File: src/hw/rtl/qodr_pkg.sv
// ----------------------------------------------------------------------------
// qodr_pkg
// Shared types, constants and the arctangent table for the odometry block.
// ----------------------------------------------------------------------------
package qodr_pkg;

    localparam int CORDIC_STAGES_DEF = 16;
    localparam int TABLE_LEN         = 24;
    localparam int ITER_W            = 5;
    localparam int CFG_IDX_W         = 1;
    localparam int CFG_DATA_W        = 32;
    localparam int DPC_W             = 24;
    localparam int APC_W             = 32;
    localparam int MUL_W             = 33;
    localparam int PROD_W            = 2 * MUL_W;
    localparam int VEC_W             = 35;
    localparam int ANG_W             = 34;

    // Inverse CORDIC gain in Q30.
    localparam logic signed [MUL_W-1:0] GAIN_INV_Q30 = 33'sd652032874;

    localparam logic [1:0] OP_LEFT   = 2'd0;
    localparam logic [1:0] OP_RIGHT  = 2'd1;
    localparam logic [1:0] OP_TICK   = 2'd2;
    localparam logic [1:0] OP_UNUSED = 2'd3;

    localparam logic [CFG_IDX_W-1:0] REG_DIST_PER_COUNT  = 1'd0;
    localparam logic [CFG_IDX_W-1:0] REG_ANGLE_PER_COUNT = 1'd1;

    typedef struct packed {
        logic [1:0] operation;
        logic       phase_a;
        logic       phase_b;
    } in_item_t;

    typedef struct packed {
        logic signed [31:0] pose_x;
        logic signed [31:0] pose_y;
        logic        [31:0] pose_heading;
    } pose_t;

    typedef enum logic [2:0] {
        ST_IDLE,
        ST_MUL_L,
        ST_MUL_R,
        ST_SUM,
        ST_GAIN,
        ST_INIT,
        ST_ROT,
        ST_FINISH
    } state_t;

    typedef enum logic [1:0] {
        MUL_DL,
        MUL_DR,
        MUL_GAIN,
        MUL_TURN
    } mul_sel_t;

    typedef struct packed {
        logic              count_en;
        logic              mul_en;
        mul_sel_t          mul_sel;
        logic              load_pl;
        logic              load_d;
        logic              init;
        logic              rotate;
        logic              finish;
        logic [ITER_W-1:0] iter;
    } dp_cmd_t;

    // Arctangent of 2^-i, full turn equals 2^32.
    function automatic logic [31:0] atan_turns(input logic [ITER_W-1:0] i);
        logic [31:0] r;
        case (i)
            5'd0:    r = 32'h20000000;
            5'd1:    r = 32'h12E4051E;
            5'd2:    r = 32'h09FB385B;
            5'd3:    r = 32'h051111D4;
            5'd4:    r = 32'h028B0D43;
            5'd5:    r = 32'h0145D7E1;
            5'd6:    r = 32'h00A2F61E;
            5'd7:    r = 32'h00517C55;
            5'd8:    r = 32'h0028BE53;
            5'd9:    r = 32'h00145F2F;
            5'd10:   r = 32'h000A2F98;
            5'd11:   r = 32'h000517CC;
            5'd12:   r = 32'h00028BE6;
            5'd13:   r = 32'h000145F3;
            5'd14:   r = 32'h0000A2FA;
            5'd15:   r = 32'h0000517D;
            5'd16:   r = 32'h000028BE;
            5'd17:   r = 32'h0000145F;
            5'd18:   r = 32'h00000A30;
            5'd19:   r = 32'h00000518;
            5'd20:   r = 32'h0000028C;
            5'd21:   r = 32'h00000146;
            5'd22:   r = 32'h000000A3;
            5'd23:   r = 32'h00000051;
            default: r = 32'h00000000;
        endcase
        return r;
    endfunction

endpackage

File: src/hw/rtl/qodr_ctrl.sv
// ----------------------------------------------------------------------------
// qodr_ctrl
// Sequencer for edge counting and the per-tick pose update.
// ----------------------------------------------------------------------------
module qodr_ctrl #(
    parameter int CORDIC_STAGES = qodr_pkg::CORDIC_STAGES_DEF
) (
    input  logic                clk,
    input  logic                rst_n,
    input  logic                in_valid,
    output logic                in_ready,
    input  logic [1:0]          operation,
    output logic                out_valid,
    input  logic                out_ready,
    output qodr_pkg::dp_cmd_t   cmd
);
    import qodr_pkg::*;

    localparam logic [ITER_W-1:0] ITER_LAST = ITER_W'(CORDIC_STAGES - 1);

    state_t            state_reg, state_next;
    logic [ITER_W-1:0] iter_reg, iter_next;
    logic              out_valid_reg, out_valid_next;
    logic              accept;
    logic              slot_free;

    assign accept    = in_valid && in_ready;
    assign slot_free = !out_valid_reg || out_ready;

    always_comb
    begin
        state_next = state_reg;
        unique case (state_reg)
            ST_IDLE:   if (accept && operation == OP_TICK) state_next = ST_MUL_L;
            ST_MUL_L:  state_next = ST_MUL_R;
            ST_MUL_R:  state_next = ST_SUM;
            ST_SUM:    state_next = ST_GAIN;
            ST_GAIN:   state_next = ST_INIT;
            ST_INIT:   state_next = ST_ROT;
            ST_ROT:    if (iter_reg == ITER_LAST) state_next = ST_FINISH;
            ST_FINISH: if (slot_free) state_next = ST_IDLE;
            default:   state_next = ST_IDLE;
        endcase
    end

    always_comb
    begin
        in_ready     = (state_reg == ST_IDLE);
        cmd          = '0;
        cmd.mul_sel  = MUL_DL;
        cmd.iter     = iter_reg;
        iter_next    = iter_reg;
        unique case (state_reg)
            ST_IDLE:   cmd.count_en = accept;
            ST_MUL_L:
            begin
                cmd.mul_en  = 1'b1;
                cmd.mul_sel = MUL_DL;
            end
            ST_MUL_R:
            begin
                cmd.mul_en  = 1'b1;
                cmd.mul_sel = MUL_DR;
                cmd.load_pl = 1'b1;
            end
            ST_SUM:    cmd.load_d = 1'b1;
            ST_GAIN:
            begin
                cmd.mul_en  = 1'b1;
                cmd.mul_sel = MUL_GAIN;
            end
            ST_INIT:
            begin
                cmd.init    = 1'b1;
                cmd.mul_en  = 1'b1;
                cmd.mul_sel = MUL_TURN;
                iter_next   = '0;
            end
            ST_ROT:
            begin
                cmd.rotate = 1'b1;
                iter_next  = iter_reg + 1'b1;
            end
            ST_FINISH: cmd.finish = slot_free;
            default:   cmd = '0;
        endcase
        out_valid_next = cmd.finish ? 1'b1 : (out_ready ? 1'b0 : out_valid_reg);
    end

    always_ff @(posedge clk or negedge rst_n)
    begin
        if (!rst_n)
        begin
            state_reg     <= ST_IDLE;
            iter_reg      <= '0;
            out_valid_reg <= 1'b0;
        end
        else
        begin
            state_reg     <= state_next;
            iter_reg      <= iter_next;
            out_valid_reg <= out_valid_next;
        end
    end

    assign out_valid = out_valid_reg;

    a_finish_free: assert property (@(posedge clk) disable iff (!rst_n)
        cmd.finish |-> (!out_valid_reg || out_ready))
        else $error("pose written over an unread result");

    a_iter_range: assert property (@(posedge clk) disable iff (!rst_n)
        (state_reg == ST_ROT) |-> (iter_reg <= ITER_LAST))
        else $error("rotation index past last stage");

    a_rose_valid: assert property (@(posedge clk) disable iff (!rst_n)
        $rose(out_valid_reg) |-> $past(state_reg == ST_FINISH))
        else $error("result raised outside the finish step");

    a_busy_no_ready: assert property (@(posedge clk) disable iff (!rst_n)
        (state_reg == ST_ROT) |=> !in_ready || (state_reg == ST_IDLE))
        else $error("request taken during rotation");

endmodule

File: config.mk
export PLATFORM = sky130hd
export DESIGN_NAME = qodr_ctrl
export DESIGN_NICKNAME = d
export VERILOG_FILES = /design/src/hw/rtl/qodr_pkg.sv /design/src/hw/rtl/qodr_ctrl.sv
export SDC_FILE = /design/constraint.sdc
export NUM_CORES = 1
export LEC_CHECK = 0
export BUFFER_PORTS_ARGS = -buffer_cell sky130_fd_sc_hd__buf_4
export CAP_MARGIN = 20
export CORE_AREA = 10 10 47 49
export DETAILED_ROUTE_END_ITERATION = 6
export DIE_AREA = 0 0 57 59
export PLACE_DENSITY = 0.73
export SETUP_SLACK_MARGIN = 0.5
export SLEW_MARGIN = 0
export SYNTH_ARGS = -nofsm -noshare
export SYNTH_HDL_FRONTEND = slang
export SYNTH_SLANG_ARGS = --single-unit
File: constraint.sdc
create_clock -name clk -period 1.95 [get_ports clk]
set_input_delay 0.195 -clock clk [delete_from_list [all_inputs] [get_ports clk]]
set_output_delay 0.195 -clock clk [all_outputs]
set_load 0.05 [all_outputs]
# ---- Yosys cells after proc, flatten, opt, wreduce, memory -nomap -nowiden
# Index checks and enable logic that the tools add are counted.
# W data, S select, Z words.
dict set report classes {
  addsub 1
  eq_ne 12
  n_mux 14
  reduce_logical 8
}
# op count
set op_table {}
lappend op_table {{$pmux W3 S8} 1}
lappend op_table {{$eq A3 B3 Y1 const B} 4}
lappend op_table {{$pmux W3 S4} 1}
lappend op_table {{$pmux W5 S2} 1}
lappend op_table {{$mux W3} 3}
lappend op_table {{$mux W1} 8}
lappend op_table {{$eq A3 B2 Y1 const B} 2}
lappend op_table {{$add A5 B1 Y5 const B} 1}
lappend op_table {{$eq A5 B4 Y1 const B} 1}
lappend op_table {{$ne A2 B2 Y1 const B} 2}
lappend op_table {{$reduce_bool A2 Y1} 2}
lappend op_table {{$eq A3 B1 Y1 const B} 1}
lappend op_table {{$logic_not A3 Y1} 1}
lappend op_table {{$reduce_and A3 Y1} 1}
lappend op_table {{$eq A2 B2 Y1 const B} 1}
lappend op_table {{$logic_and A1 B1 Y1} 2}
lappend op_table {{$ne A2 B1 Y1 const B} 1}
lappend op_table {{$logic_not A1 Y1} 1}
lappend op_table {{$logic_or A1 B1 Y1} 1}
dict set report totals {
  ff_bits 9
  input_bits 6
  output_inout_bits 16
}

# ---- Depth between registers and ports, before layout
dict set report logic_depth {
  depth_word 5
  depth_mapped 5
  depth_no_buf 5
}

# ---- Least setup slack after synthesis
# OpenSTA, ideal clock, no wires.
dict set report synth_timing {
  path_kind {register to output}
  start {register state_reg[0]}
  end {output cmd[10] (netlist bit)}
  arrival_time_ns 2.023
  t_required_ns 1.755
  path_slack_ns -0.268
  path_stages_with_launch 5
  n_path_buf 0
  path_cell_list {dfrtp_1 inv_1 ha_1 nor2b_1 or2_1}
}
# element line_no
set synth_lines {}
lappend synth_lines {{start, declared} qodr_ctrl.sv:21} ;# state_t state_reg, state_next;
lappend synth_lines {{start signal, assigned} qodr_ctrl.sv:100} ;# state_reg <= state_next;
lappend synth_lines {{end, declared} qodr_ctrl.sv:15} ;# output qodr_pkg::dp_cmd_t cmd

==> results.json <==
{
  "syn_area_um2": 593,
  "initial_utilization_pct": 42.3,
  "synth_area_leader_cell": "dfrtp_1",
  "netlist_top_cells_area": "dfrtp_1 38%, ha_1 13%, a22o_1 4.4%",
  "clock_tree_from_tritoncts": "yes",
  "grt_pass1_vias": 674,
  "rrSetupSlack_ps": 350,
  "fin_util_pct": 80.8,
  "drt-pass1-iter-count": 3,
  "yosys_warnings": 0,
  "dominantRegCellSynth": "dfrtp_1",
  "post-dp-hpwl_mm": 1.17,
  "grt_start_max_net_pins": 15,
  "critPathRequiredTime_ps": 1750,
  "setup_viol_count_final": 0,
  "power.switching_fraction_pct": 49.2,
  "holdCritPathClass": "in2reg",
  "chipHeight_um": 59,
  "path_cells": "inv_2, ha_4, nor2b_4, a211o_2, buf_8",
  "tns_ps": 0,
  "slowest_stage_delay_cp_ps": 400,
  "switchingPower_uw": 1110,
  "count_of_cell_types_in_the_netlist": 30,
  "finalNetCount": 113,
  "worst_r2r_endpoint": "state_reg[1]$_DFFE_PN0P_",
  "critPathLaunch": "state_reg[0]$_DFFE_PN0P_",
  "postPlaceCellArea_um2": 821,
  "die_area_um2": 3360,
  "leakagePower_uw": 0.000522,
  "combPwrFrac_pct": 76.6,
  "endpoint_kind": "primary output",
  "buffer_ports.inserted": 21,
  "fmax_ghz": 0.583,
  "stdcell_count": 116,
  "slew_violations": 0,
  "remaining_drc_errors": 0,
  "placedCellCount": 95,
  "launch_point_of_the_worst_hold_path": "out_ready",
  "vias_per_cell": 5.19,
  "synth.yosys.seq_area_share_pct": 38.0,
  "numClockSinks": 9,
  "cp.buffers_inverters": 2,
  "area_growth_pct": 90.9,
  "overall_power_uw": 2250,
  "clk-insertion-delay-late_ps": 270,
  "initialDrtViolationCount": 7,
  "detail_route.wirelength_mm": 1.90,
  "worstSetupStartpointType": "flip-flop",
  "hold_viol_final": 0,
  "grt_pass1_wl_mm": 3.01,
  "cts_buffers": 3,
  "timing.critical_path.slowest_stage_cell": "dfrtp_1",
  "max_vdd_drop_mv": 1.21,
  "power.internal_uw": 1140,
  "max_transition_margin_pct": 76.5,
  "synthArstFlopShare_pct": 100,
  "clock-skew-final_ps": 0.697,
  "arrival_ps": 1520,
  "core_region_um2": 1400,
  "clock_power_share_pct": 6.8,
  "detail-route-antenna-nets": 0,
  "place_congestion": 0.755,
  "number_of_enable_flip_flop_cells_after_synthesis": 0,
  "globalRouteOverflowTotal": 0,
  "regToRegStartpoint": "iter_reg[1]$_DFFE_PN0P_",
  "period_share_pct": 88.0,
  "wl_per_cell_um": 16.3,
  "die_w_um": 57,
  "pwr_density_cell_nw_per_um2": 1990,
  "synthesis.area_per_instance_um2": 9.88,
  "stdcell_area_um2": 1130,
  "rsz0062_at_grt": "yes",
  "netlist_top_cells_count": "9 x dfrtp_1, 6 x ha_1, 6 x inv_1",
  "top_level_ports": 22,
  "cap_violations": 0,
  "track_usage_pct": 10.9,
  "final_period_minus_worst_setup_slack_ps": 1720,
  "share_seq_of_total_power_pct": 16.6,
  "antenna-diode-count": 0,
  "cts_root_buffer": "clkbuf_4",
  "layout-drive-gt1-share_pct": 66.0,
  "cts.htree.levels": 1,
  "floorplan.rows": 14,
  "mappedNetlistNets": 72,
  "fillerInstances": 76,
  "outcome": "completed",
  "synth_top_cell_area_share_pct": 38.0,
  "syn_inst": 60,
  "holdPathStages": 3,
  "critPathTopFamily": "flip-flops",
  "yosys.cell_count.top_type": "dfrtp_1",
  "largest_reg_flops": 5,
  "worstMarginPinSlew_ps": 350,
  "critical_path_class": "reg2out",
  "detailroute.via_count": 602,
  "grt_antenna_before_repair": 0,
  "cts_buffer_depth": 2,
  "clkSlewWorstSetupHoldPaths_ps": 60,
  "min_to": "out_valid$_DFFE_PN0P_",
  "maximum_net_fanout_on_the_critical_path": 3,
  "synth.ff_latch_count": 9,
  "ff2ff_path_depth": 5
}
-- how the worst max path moves through the flow --
stage / to / cells after the start
global route: cmd[12] / 5
floorplan: state_reg[1]$_DFFE_PN0P_ / 5
CTS: cmd[12] / 5
finish: cmd[12] / 5
detailed placement: state_reg[1]$_DFFE_PN0P_ / 5
global placement: state_reg[1]$_DFFE_PN0P_ / 5
-- power by group through the flow --
stage / registers, µW / logic (µW) / clock network, µW
final: 373 / 1720 / 153
after CTS: 367 / 1600 / 153
after global routing: 388 / 1820 / 169
after global placement: 368 / 1160 / 0
after floorplan: 449 / 807 / 0
after detailed placement: 370 / 1180 / 0
-- routing by layer --
metal,GRT usage [%],part of all wire (%),up-vias
li1,-,-,291
met1,10.1,37,295
met2,20.6,53,14
met3,6.87,8.9,2
met4,0.671,0.63,0
met5,0,0,-
-- logic make-up (layout without fill, tap and decap cells) --
group / Yosys count / in the layout / share of synthesized area, %
AND/OR/NAND/NOR: 20 / 20 / 19.8
AO/OA/AOI/OAI: 14 / 14 / 18.1
multiplexers: 3 / 3 / 5.49
buffers and inverters: 8 / 48 / 5.91
flip-flops: 9 / 9 / 38.0
adder cells (fa/ha/maj): 6 / 6 / 12.7
-- cell usage in the layout, fill, tap and decap left out, types with 3 or more instances in the layout --
cell	Yosys	layout
dfrtp_1	9	6
nand2_1	4	4
clkbuf_4	0	3
buf_6	0	8
buf_8	0	7
inv_2	0	3
buf_4	1	22
ha_4	0	6
a22o_1	3	3
o21ai_0	3	3
dfrtp_2	0	3
-- timing repair --
item,CTS,global route
buffers inserted,13,3
hold buffers,1,0
gates cloned,0,0
setup endpoints to repair,12,18
pin swaps,4,6
gates resized for setup,30,7
endpoints found under the hold margin,9,0
-- per-stage QoR --
| step | hold slack, ps | worst slack [ps] |
|---|---|---|
| 5_1_grt | 207 | 173 |
| 3_5_place_dp | 29.0 | 304 |
| 6_report | 187 | 235 |
| 4_1_cts | 187 | 285 |
| 2_1_floorplan | -101 | 259 |
| 3_3_place_gp | 27.5 | 341 |
-- area by class of cell --
| type | instances | area (µm²) | area share [%] |
|---|---|---|---|
| flip-flops and latches | 9 | 229 | 20.2 |
| repair buffers | 38 | 370 | 32.7 |
| well taps | 16 | 20.0 | 1.77 |
| clock buffers | 4 | 26.3 | 2.32 |
| inverters | 6 | 26.3 | 2.32 |
| multi-input cells | 43 | 460 | 40.7 |
-- worst min-delay path, delay by kind of cell --
| kind | cells | cell delay, ps |
|---|---|---|
| simple gates | 2 | 150 |
| buf+inv | 1 | 80 |
Power figures use the tool's default switching activity.
